`config.mk`:
```
export PLATFORM = sky130hd
export DESIGN_NAME = time_of_day_switch_matcher
export DESIGN_NICKNAME = d
export VERILOG_FILES = /design/src/hdl/tdsm_pkg.sv /design/src/hdl/tdsm_ram.sv /design/src/hdl/time_of_day_switch_matcher.sv
export SDC_FILE = /design/constraint.sdc
export NUM_CORES = 1
export LEC_CHECK = 0
export ABC_AREA = 1
export BUFFER_PORTS_ARGS = -buffer_cell sky130_fd_sc_hd__buf_4
export CAP_MARGIN = 20
export CORE_MARGIN = 10
export CORE_UTILIZATION = 61
export CTS_CLUSTER_DIAMETER = 200
export CTS_CLUSTER_SIZE = 8
export DETAILED_ROUTE_END_ITERATION = 10
export PLACE_DENSITY = 0.78
export SYNTH_ARGS = -nofsm -noshare
export SYNTH_HDL_FRONTEND = slang
export SYNTH_SLANG_ARGS = --single-unit
```
`constraint.sdc`:
```
create_clock -name clk_i -period 4.3 [get_ports clk_i]
set_clock_uncertainty 0.2 [all_clocks]
set_input_delay 0.215 -clock clk_i [delete_from_list [all_inputs] [get_ports clk_i]]
set_output_delay 0.215 -clock clk_i [all_outputs]
set_load 0.05 [all_outputs]
```
`src/hdl/tdsm_pkg.sv`:
```
// Shared types, constants and the sequencer's microcode table for the switch matcher.
`timescale 1ns / 1ps

package tdsm_pkg;

  localparam int unsigned SLOTS_DEFAULT = 16;
  localparam int unsigned OPCODE_W      = 2;
  localparam int unsigned SLOT_W        = 4;
  localparam int unsigned MINUTE_W      = 11;
  localparam int unsigned CMD_W         = 6;
  // Working width of the time-of-day sum: boot time plus elapsed minutes.
  localparam int unsigned SUM_W         = MINUTE_W + 1;

  localparam logic [SUM_W-1:0] DAY_MINUTES = SUM_W'(24 * 60);

  typedef enum logic [OPCODE_W-1:0] {
    OP_LOAD_ON  = 2'd0,
    OP_LOAD_OFF = 2'd1,
    OP_COMPARE  = 2'd2,
    OP_NONE     = 2'd3
  } opcode_e;

  // Microcode addresses.
  typedef enum logic [2:0] {
    STEP_IDLE,
    STEP_ADD,
    STEP_WRAP,
    STEP_ON,
    STEP_ON_END,
    STEP_OFF,
    STEP_OUT
  } step_e;

  // Datapath operation selected by a control word.
  typedef enum logic [2:0] {
    ACT_NONE,
    ACT_CAPTURE,
    ACT_ADD,
    ACT_WRAP,
    ACT_SCAN_ON,
    ACT_SCAN_OFF,
    ACT_EMIT
  } act_e;

  // Jump condition of a control word.
  typedef enum logic [2:0] {
    COND_NEVER,
    COND_NO_COMPARE,
    COND_WRAP,
    COND_ON_MORE,
    COND_OFF_MORE,
    COND_HIT,
    COND_OUT_BUSY
  } cond_e;

  typedef struct packed {
    logic  ready;
    act_e  act;
    cond_e cond;
    step_e target_step;
    step_e next_step;
  } ctrl_t;

  // The program: when the condition holds the sequencer jumps to target_step,
  // otherwise it moves on to next_step.
  function automatic ctrl_t tdsm_ucode(step_e step);
    ctrl_t cw;
    cw = '{ready: 1'b0, act: ACT_NONE, cond: COND_NEVER,
           target_step: STEP_IDLE, next_step: STEP_IDLE};
    unique case (step)
      STEP_IDLE: begin
        cw = '{ready: 1'b1, act: ACT_CAPTURE, cond: COND_NO_COMPARE,
               target_step: STEP_IDLE, next_step: STEP_ADD};
      end
      STEP_ADD: begin
        cw = '{ready: 1'b0, act: ACT_ADD, cond: COND_NEVER,
               target_step: STEP_IDLE, next_step: STEP_WRAP};
      end
      STEP_WRAP: begin
        cw = '{ready: 1'b0, act: ACT_WRAP, cond: COND_WRAP,
               target_step: STEP_WRAP, next_step: STEP_ON};
      end
      STEP_ON: begin
        cw = '{ready: 1'b0, act: ACT_SCAN_ON, cond: COND_ON_MORE,
               target_step: STEP_ON, next_step: STEP_ON_END};
      end
      STEP_ON_END: begin
        cw = '{ready: 1'b0, act: ACT_NONE, cond: COND_HIT,
               target_step: STEP_OUT, next_step: STEP_OFF};
      end
      STEP_OFF: begin
        cw = '{ready: 1'b0, act: ACT_SCAN_OFF, cond: COND_OFF_MORE,
               target_step: STEP_OFF, next_step: STEP_OUT};
      end
      STEP_OUT: begin
        cw = '{ready: 1'b0, act: ACT_EMIT, cond: COND_OUT_BUSY,
               target_step: STEP_OUT, next_step: STEP_IDLE};
      end
      default: begin
        cw = '{ready: 1'b0, act: ACT_NONE, cond: COND_NEVER,
               target_step: STEP_IDLE, next_step: STEP_IDLE};
      end
    endcase
    return cw;
  endfunction

endpackage

```
`src/hdl/tdsm_ram.sv`:
```
// Generic single-write, single-read RAM with a registered read port.
`timescale 1ns / 1ps

module tdsm_ram #(
  parameter int unsigned Width = 11,
  parameter int unsigned Depth = 16,
  localparam int unsigned AddrW = (Depth > 1) ? $clog2(Depth) : 1
) (
  input  logic             clk_i,
  input  logic             we_i,
  input  logic [AddrW-1:0] waddr_i,
  input  logic [Width-1:0] wdata_i,
  input  logic [AddrW-1:0] raddr_i,
  output logic [Width-1:0] rdata_o
);

  logic [Width-1:0] mem_q [Depth];
  logic [Width-1:0] rdata_q;

  always_ff @(posedge clk_i) begin
    if (we_i) begin
      mem_q[waddr_i] <= wdata_i;
    end
    rdata_q <= mem_q[raddr_i];
  end

  assign rdata_o = rdata_q;

endmodule

```
`src/hdl/time_of_day_switch_matcher.sv`:
```
// Top level of the time-of-day switch matcher: microcoded scan over on and off tables.
`timescale 1ns / 1ps

// Usage: the input channel (in_valid_i / in_stall_o) carries one transaction per
// item. Opcode load-on or load-off writes one slot of the on-time or off-time table
// and its valid mark; it gives no result. Opcode compare carries the minutes since
// boot; the block adds the boot time, wraps the sum to a minute of day and returns
// one result transaction on the output channel (out_valid_o / out_stall_i) with the
// switch command and the minute it compared. The configuration channel writes the
// boot time and is always ready; write it only while the block is idle.
// Sequence: a load or an unused opcode is taken in the idle step. A compare is
// accepted, adds the boot time, takes one to three wrap steps, scans the on table
// from the kept on pointer, makes a decision step, scans the off table when no
// on-time matched, and posts the result. The scan visits one slot per cycle because
// each table memory has a single registered read port. The input stalls while a
// compare runs.
// Reset clears the valid marks, both scan pointers, the boot time and the output;
// table contents stay undefined and are never used before they are written. A
// finished result waits in the output register while the receiver stalls; the next
// item is still accepted, and only a second compare waits for that register.
module time_of_day_switch_matcher #(
  parameter int unsigned SLOTS = tdsm_pkg::SLOTS_DEFAULT
) (
  input  logic                          clk_i,
  input  logic                          rst_ni,
  // Configuration write channel.
  input  logic                          cfg_valid_i,
  output logic                          cfg_ready_o,
  input  logic [tdsm_pkg::MINUTE_W-1:0] cfg_boot_minutes_i,
  // Input channel.
  input  logic                          in_valid_i,
  output logic                          in_stall_o,
  input  logic [tdsm_pkg::OPCODE_W-1:0] opcode_i,
  input  logic [tdsm_pkg::SLOT_W-1:0]   entry_slot_i,
  input  logic [tdsm_pkg::MINUTE_W-1:0] entry_minute_i,
  input  logic                          entry_enable_i,
  input  logic [tdsm_pkg::MINUTE_W-1:0] elapsed_minutes_i,
  // Output channel.
  output logic                          out_valid_o,
  input  logic                          out_stall_i,
  output logic [tdsm_pkg::CMD_W-1:0]    command_o,
  output logic [tdsm_pkg::MINUTE_W-1:0] current_minute_o
);

  import tdsm_pkg::*;

  localparam int unsigned PtrW = (SLOTS > 1) ? $clog2(SLOTS) : 1;
  localparam logic [PtrW-1:0]  LastPtr = PtrW'(SLOTS - 1);
  localparam logic [CMD_W-1:0] OffBase = CMD_W'(SLOTS + 1);

  // Sequencer state.
  step_e step_q, step_d;
  ctrl_t cw;
  logic  jump;

  // Datapath registers.
  logic [PtrW-1:0]     on_ptr_q, on_ptr_d;
  logic [PtrW-1:0]     off_ptr_q, off_ptr_d;
  logic [SLOTS-1:0]    on_valid_q;
  logic [SLOTS-1:0]    off_valid_q;
  logic [SUM_W-1:0]    cur_q, cur_d;
  logic                hit_q, hit_d;
  logic [CMD_W-1:0]    cmd_q, cmd_d;
  logic [MINUTE_W-1:0] boot_q;
  logic                out_valid_q, out_valid_d;
  logic [CMD_W-1:0]    out_cmd_q, out_cmd_d;
  logic [MINUTE_W-1:0] out_min_q, out_min_d;

  logic                in_accept;
  logic                cmp_accept;
  logic                slot_ok;
  logic [PtrW-1:0]     wr_addr;
  logic                on_we;
  logic                off_we;
  logic [MINUTE_W-1:0] on_rdata;
  logic [MINUTE_W-1:0] off_rdata;
  logic                on_hit;
  logic                off_hit;
  logic                out_free;

  // ---------------------------------------------------------------------------
  // Handshakes and table writes. Loads are written straight from the ports in
  // the cycle the transaction is accepted.
  // ---------------------------------------------------------------------------
  assign cw          = tdsm_ucode(step_q);
  assign in_stall_o  = ~cw.ready;
  assign in_accept   = in_valid_i & ~in_stall_o;
  assign cmp_accept  = in_accept & (opcode_i == OP_COMPARE);
  assign cfg_ready_o = 1'b1;

  // Loads to a slot beyond the table are dropped.
  assign slot_ok = {3'b000, entry_slot_i} < 7'(SLOTS);
  assign wr_addr = PtrW'(entry_slot_i);
  assign on_we   = in_accept & (opcode_i == OP_LOAD_ON) & slot_ok;
  assign off_we  = in_accept & (opcode_i == OP_LOAD_OFF) & slot_ok;

  // The read address follows the next pointer value, so the registered read
  // data always holds the entry that the current pointer selects.
  tdsm_ram #(
    .Width (MINUTE_W),
    .Depth (SLOTS)
  ) u_on_ram (
    .clk_i   (clk_i),
    .we_i    (on_we),
    .waddr_i (wr_addr),
    .wdata_i (entry_minute_i),
    .raddr_i (on_ptr_d),
    .rdata_o (on_rdata)
  );

  tdsm_ram #(
    .Width (MINUTE_W),
    .Depth (SLOTS)
  ) u_off_ram (
    .clk_i   (clk_i),
    .we_i    (off_we),
    .waddr_i (wr_addr),
    .wdata_i (entry_minute_i),
    .raddr_i (off_ptr_d),
    .rdata_o (off_rdata)
  );

  // An invalid slot never matches, so stale table contents never decide a result.
  assign on_hit   = on_valid_q[on_ptr_q] & ({1'b0, on_rdata} == cur_q);
  assign off_hit  = off_valid_q[off_ptr_q] & ({1'b0, off_rdata} == cur_q);
  assign out_free = ~out_valid_q | ~out_stall_i;

  // ---------------------------------------------------------------------------
  // Next step: evaluate the control word's jump condition.
  // ---------------------------------------------------------------------------
  always_comb begin
    unique case (cw.cond)
      COND_NEVER:      jump = 1'b0;
      COND_NO_COMPARE: jump = ~cmp_accept;
      COND_WRAP:       jump = (cur_q >= DAY_MINUTES);
      COND_ON_MORE:    jump = ~on_hit & (on_ptr_q != LastPtr);
      COND_OFF_MORE:   jump = ~off_hit & (off_ptr_q != LastPtr);
      COND_HIT:        jump = hit_q;
      COND_OUT_BUSY:   jump = ~out_free;
      default:         jump = 1'b0;
    endcase
    step_d = jump ? cw.target_step : cw.next_step;
  end

  // ---------------------------------------------------------------------------
  // Datapath operation selected by the control word.
  // ---------------------------------------------------------------------------
  always_comb begin
    on_ptr_d    = on_ptr_q;
    off_ptr_d   = off_ptr_q;
    cur_d       = cur_q;
    hit_d       = hit_q;
    cmd_d       = cmd_q;
    out_valid_d = out_valid_q & out_stall_i;
    out_cmd_d   = out_cmd_q;
    out_min_d   = out_min_q;
    unique case (cw.act)
      ACT_NONE: begin
      end
      ACT_CAPTURE: begin
        if (cmp_accept) begin
          // Elapsed values outside one day count as zero.
          cur_d = ({1'b0, elapsed_minutes_i} >= DAY_MINUTES) ? '0
                                                             : {1'b0, elapsed_minutes_i};
          hit_d = 1'b0;
          cmd_d = '0;
        end
      end
      ACT_ADD: begin
        cur_d = cur_q + {1'b0, boot_q};
      end
      ACT_WRAP: begin
        if (cur_q >= DAY_MINUTES) begin
          cur_d = cur_q - DAY_MINUTES;
        end
      end
      ACT_SCAN_ON: begin
        // A matched pointer stays put; an exhausted scan returns to slot zero.
        if (on_hit) begin
          hit_d = 1'b1;
          cmd_d = CMD_W'(on_ptr_q) + CMD_W'(1);
        end else if (on_ptr_q == LastPtr) begin
          on_ptr_d = '0;
        end else begin
          on_ptr_d = on_ptr_q + 1'b1;
        end
      end
      ACT_SCAN_OFF: begin
        if (off_hit) begin
          hit_d = 1'b1;
          cmd_d = CMD_W'(off_ptr_q) + OffBase;
        end else if (off_ptr_q == LastPtr) begin
          off_ptr_d = '0;
        end else begin
          off_ptr_d = off_ptr_q + 1'b1;
        end
      end
      ACT_EMIT: begin
        if (out_free) begin
          out_valid_d = 1'b1;
          out_cmd_d   = cmd_q;
          out_min_d   = cur_q[MINUTE_W-1:0];
        end
      end
      default: begin
      end
    endcase
  end

  // ---------------------------------------------------------------------------
  // Registers.
  // ---------------------------------------------------------------------------
  always_ff @(posedge clk_i or negedge rst_ni) begin
    if (!rst_ni) begin
      step_q      <= STEP_IDLE;
      on_ptr_q    <= '0;
      off_ptr_q   <= '0;
      on_valid_q  <= '0;
      off_valid_q <= '0;
      hit_q       <= 1'b0;
      boot_q      <= '0;
      out_valid_q <= 1'b0;
    end else begin
      step_q      <= step_d;
      on_ptr_q    <= on_ptr_d;
      off_ptr_q   <= off_ptr_d;
      hit_q       <= hit_d;
      out_valid_q <= out_valid_d;
      if (on_we) begin
        on_valid_q[wr_addr] <= entry_enable_i;
      end
      if (off_we) begin
        off_valid_q[wr_addr] <= entry_enable_i;
      end
      if (cfg_valid_i && cfg_ready_o) begin
        boot_q <= cfg_boot_minutes_i;
      end
    end
  end

  always_ff @(posedge clk_i) begin
    cur_q     <= cur_d;
    cmd_q     <= cmd_d;
    out_cmd_q <= out_cmd_d;
    out_min_q <= out_min_d;
  end

  assign out_valid_o      = out_valid_q;
  assign command_o        = out_cmd_q;
  assign current_minute_o = out_min_q;

  // ---------------------------------------------------------------------------
  // Assertions.
  // ---------------------------------------------------------------------------
  a_min_in_day: assert property (@(posedge clk_i) disable iff (!rst_ni)
    out_valid_o |-> ({1'b0, current_minute_o} < DAY_MINUTES))
    else $error("posted minute is outside one day");

  a_ptr_range: assert property (@(posedge clk_i) disable iff (!rst_ni)
    (on_ptr_q <= LastPtr) && (off_ptr_q <= LastPtr))
    else $error("scan pointer beyond the table");

  a_emit_lands: assert property (@(posedge clk_i) disable iff (!rst_ni)
    (step_q == STEP_OUT) && out_free |=> out_valid_o && (step_q == STEP_IDLE))
    else $error("finished compare did not reach the output register");

  a_scan_cur: assert property (@(posedge clk_i) disable iff (!rst_ni)
    (step_q == STEP_ON) || (step_q == STEP_OFF) |-> (cur_q < DAY_MINUTES))
    else $error("scan started before the minute was wrapped");

endmodule

```
==> impl_metrics.env <==
export IMPL_grt_pass1_vias=15100
export IMPL_clockBufferDepth=3
export IMPL_netlist_instances=2077
export IMPL_n_fill_cell=2242
export IMPL_worst_path_largest_cell_delay_ps=690
export IMPL_synth_enable_flop_cells=387
export IMPL_cts_resized=0
export IMPL_antenna_left=0
export IMPL_dieArea_um2=42000
export IMPL_boundaryPins=65
export IMPL_hold_viol_final=0
export IMPL_p_switching_uw=6290
export IMPL_drive_gt1_share_pct=10.2
export IMPL_hp_class="input port to asynchronous set/reset pin"
export IMPL_yosysWarnings=0
export IMPL_start_util_pct=62.1
export IMPL_synth_compound_area_share_pct=2.57
export IMPL_fmax_mhz=283
export IMPL_synthFlopType="edfxtp_1"
export IMPL_gr_total_overflow=0
export IMPL_hpwl_um=31700
export IMPL_maxCapViolCount=0
export IMPL_dr_first_iter_drc_count=2166
export IMPL_intPower_uw=10200
export IMPL_met2_usage_pct=40.6
export IMPL_numCtsBuffers=68
export IMPL_pwr_share_comb_pct=34.6
export IMPL_crit_type="flop to flop"
export IMPL_crit_buf_inv=2
export IMPL_clock_sinks=465
export IMPL_cp_common_cell="nand2_1"
export IMPL_antenna_found_initial=0
export IMPL_wirelength_um=54800
export IMPL_cts_htree_levels=3
export IMPL_clk_pin_slew_ps=60
export IMPL_cp_arrival_ps=3850
export IMPL_grt_busiest_layer="met2"
export IMPL_postPlaceCellArea_um2=21700
export IMPL_synth_top_family_by_area="simple AND/OR/NAND/NOR gates"
export IMPL_grt_max_degree=89
export IMPL_muxShareOfSynthArea_pct=0.594
export IMPL_powerDensity_nw_per_um2=679
export IMPL_route_vias_total=15800
export IMPL_clkPwrFrac_pct=30.0
export IMPL_grt_util_met1_pct=34.7
export IMPL_synthArstFlopShare_pct=12.0
export IMPL_synthXorXnorAreaFrac_pct=0.588
export IMPL_grt_pass1_wl_um=84500
export IMPL_wl_per_cell_um=20.2
export IMPL_clock_latency_ps=580
export IMPL_cp_cell_sequence="inv_2, nand2_1, nand3_1, nand3_1, nand3_1, nand2_1, nand2_4, nand2_4, nand2_4, nand2_4, buf_4, nand2_1, nand2_1, nand2_1, nand3_1, nand3_1, nand2_1"
export IMPL_dr_pass1_iters=5
export IMPL_utilization_pct=72.1
export IMPL_tns_ps=0
export IMPL_cts_tree="done"
export IMPL_die_w_um=205
export IMPL_die_h_um=205
export IMPL_relSlewSlack_pct=31.9
export IMPL_yosys_area_share_simple_pct=23.1
export IMPL_gp_congestion=0.884
export IMPL_status="finished, final reports clean"
export IMPL_path_delay_family="simple AND/OR/NAND/NOR gates"
export IMPL_yosysTopAreaCellShare_pct=55.7
export IMPL_area_delta_synth_final_pct=16.1
export IMPL_grtUsageTotal_pct=25.9
export IMPL_synth_distinct_cells=45
export IMPL_core_area_um2=33600
export IMPL_maxSlewViolCount=0
export IMPL_synth_most_common_cell="nand2_1"
export IMPL_pwr_share_seq_pct=35.4
export IMPL_remaining_drc_errors=0
export IMPL_diodes=0
export IMPL_nNetsFinal=2268
export IMPL_syn_num_nets=2137
export IMPL_fin_crit_sh_pct=82.2
export IMPL_slowest_stage="dfrtp_1"
export IMPL_postLayoutCellArea_um2=24200
export IMPL_rsz0062_at_grt="no"
export IMPL_power_switching_share_pct=38.2
export IMPL_period_minus_slack_ps=3530
export IMPL_ys_seq_area_share_pct=64.5
export IMPL_yosysTopAreaCell="edfxtp_1"
export IMPL_tightest_slew_ps=1020
export IMPL_p_leak_uw=0.0102
export IMPL_vdd_drop_max_v=0.000771
export IMPL_startpoint_type="flop"
export IMPL_endpoint_kind="flop"
export IMPL_total_power_uw=16500
export IMPL_cp_max_fo=85
export IMPL_use_met3_pct=6.38
export IMPL_io_buffers=63
export IMPL_viasPerCell=5.82
export IMPL_ys_ff_latch=465
export IMPL_yosys_top_cells_count="nand2_1, nand3_1, edfxtp_1, inv_1, nor2_1"
export IMPL_synth_fa_ha_area_share_pct=0.936
export IMPL_syn_area_um2=20900
export IMPL_synth_area_leaders="edfxtp_1, nand3_1, nand2_1"
export IMPL_clockRootBuffer="clkbuf_16"
export IMPL_setup_viol=0
export IMPL_required_ps=4610
export IMPL_rows=67
export IMPL_syn_avg_cell_area_um2=10.0
-- cell type report --
| class | instances | area, um2 | share of cell area, % |
|---|---|---|---|
| Clock buffer | 120 | 1940 | 8.01 |
| Clock inverter | 6 | 60.1 | 0.248 |
| Inverter | 293 | 1100 | 4.54 |
| Multi-Input combinational cell | 1225 | 5810 | 24.0 |
| Sequential cell | 465 | 13500 | 55.6 |
| Tap cell | 448 | 561 | 2.31 |
| Timing Repair Buffer | 155 | 1290 | 5.33 |
-- registers in the layout (all words and copies together), names as in the netlist, 11 cells and up, named ones only --
register and cells:
current_minute_o 11, u_on_ram.rdata_o 11, off_valid_q 16, cur_q 12, on_valid_q 16, u_off_ram.rdata_o 11
boot_q 11, u_off_ram.mem_q 176, u_on_ram.mem_q 176
-- power by group through the flow --
stage,combinational (uW),clock [uW],sequential [uW]
detailed placement,5490,0,5880
global placement,5350,0,5860
floorplan,4130,0,5800
finish,5700,4940,5820
CTS,5600,4970,5800
global route,6300,5190,5840
-- per-stage QoR --
step                      hold slack [ps]  setup WS [ps]  std cells
after floorplan                      -281           1910       2077
after global placement                134            868       2535
after detailed placement              142            819       2535
after CTS                            83.8            794       2712
after global routing                  137            515       2712
final                                63.8            766       2712
-- worst paths after layout --
kind / cells after the start / slack, ps / start / endpoint
max in group asynchronous: 2 / 3300 / rst_ni / off_ptr_q[0]$_DFF_PN0_
worst min-delay path: 2 / 60 / rst_ni / boot_q[0]$_DFFE_PN0P_
worst max register to register: 17 / 770 / off_ptr_q[0]$_DFF_PN0_ / u_off_ram.rdata_o[6]$_DFF_P_
worst max-delay path: 17 / 770 / off_ptr_q[0]$_DFF_PN0_ / u_off_ram.rdata_o[6]$_DFF_P_
worst min register to register: 0 / 220 / cmd_q[2]$_SDFFCE_PN0P_ / command_o[2]$_DFFE_PP_
min in group clk_i: 6 / 200 / entry_slot_i[2] / u_off_ram.mem_q[11][7]$_DFFE_PP_
-- per-layer routing --
layer | vias to the layer above | part of all wire (%)
met3 | 119 | 12
met1 | 7478 | 39
met4 | 0 | 2.7
met5 | - | 0
met2 | 983 | 46
li1 | 7197 | -
-- repair_timing --
action	CTS	global route
hold buffers	51	0
endpoints found under the hold margin	483	0
setup buffers	0	0
-- logic make-up (layout without fill, tap and decap cells) --
kind of cell | Yosys count | after routing
xor gates and xnor gates | 14 | 14
adders and majority gates | 15 | 15
DFF | 465 | 465
and+or+nand+nor | 1091 | 1091
buffers and inverters | 387 | 574
muxes | 11 | 11
AOI/OAI and AO/OA | 93 | 93
other | 1 | 1
-- cell usage in the layout, fill, tap and decap left out, drive strengths merged, types with 2 or more instances in the layout --
cell	netlist	layout
clkinv	0	2
dlygate4sd3	0	51
or2	5	5
nand3	452	452
dfrtp	56	56
buf	82	104
a32o	2	2
dfxtp	22	22
a31oi	4	4
xnor2	10	10
nand4	5	5
nand2	533	533
ha	14	14
clkbuf	12	120
mux2	11	11
nor2	86	86
edfxtp	387	387
a21oi	21	21
inv	293	297
o211ai	3	3
o21ai	49	49
xor2	4	4
o22ai	5	5
nor3	8	8
o31ai	2	2
o221ai	2	2
Power figures use the tool's default switching activity.
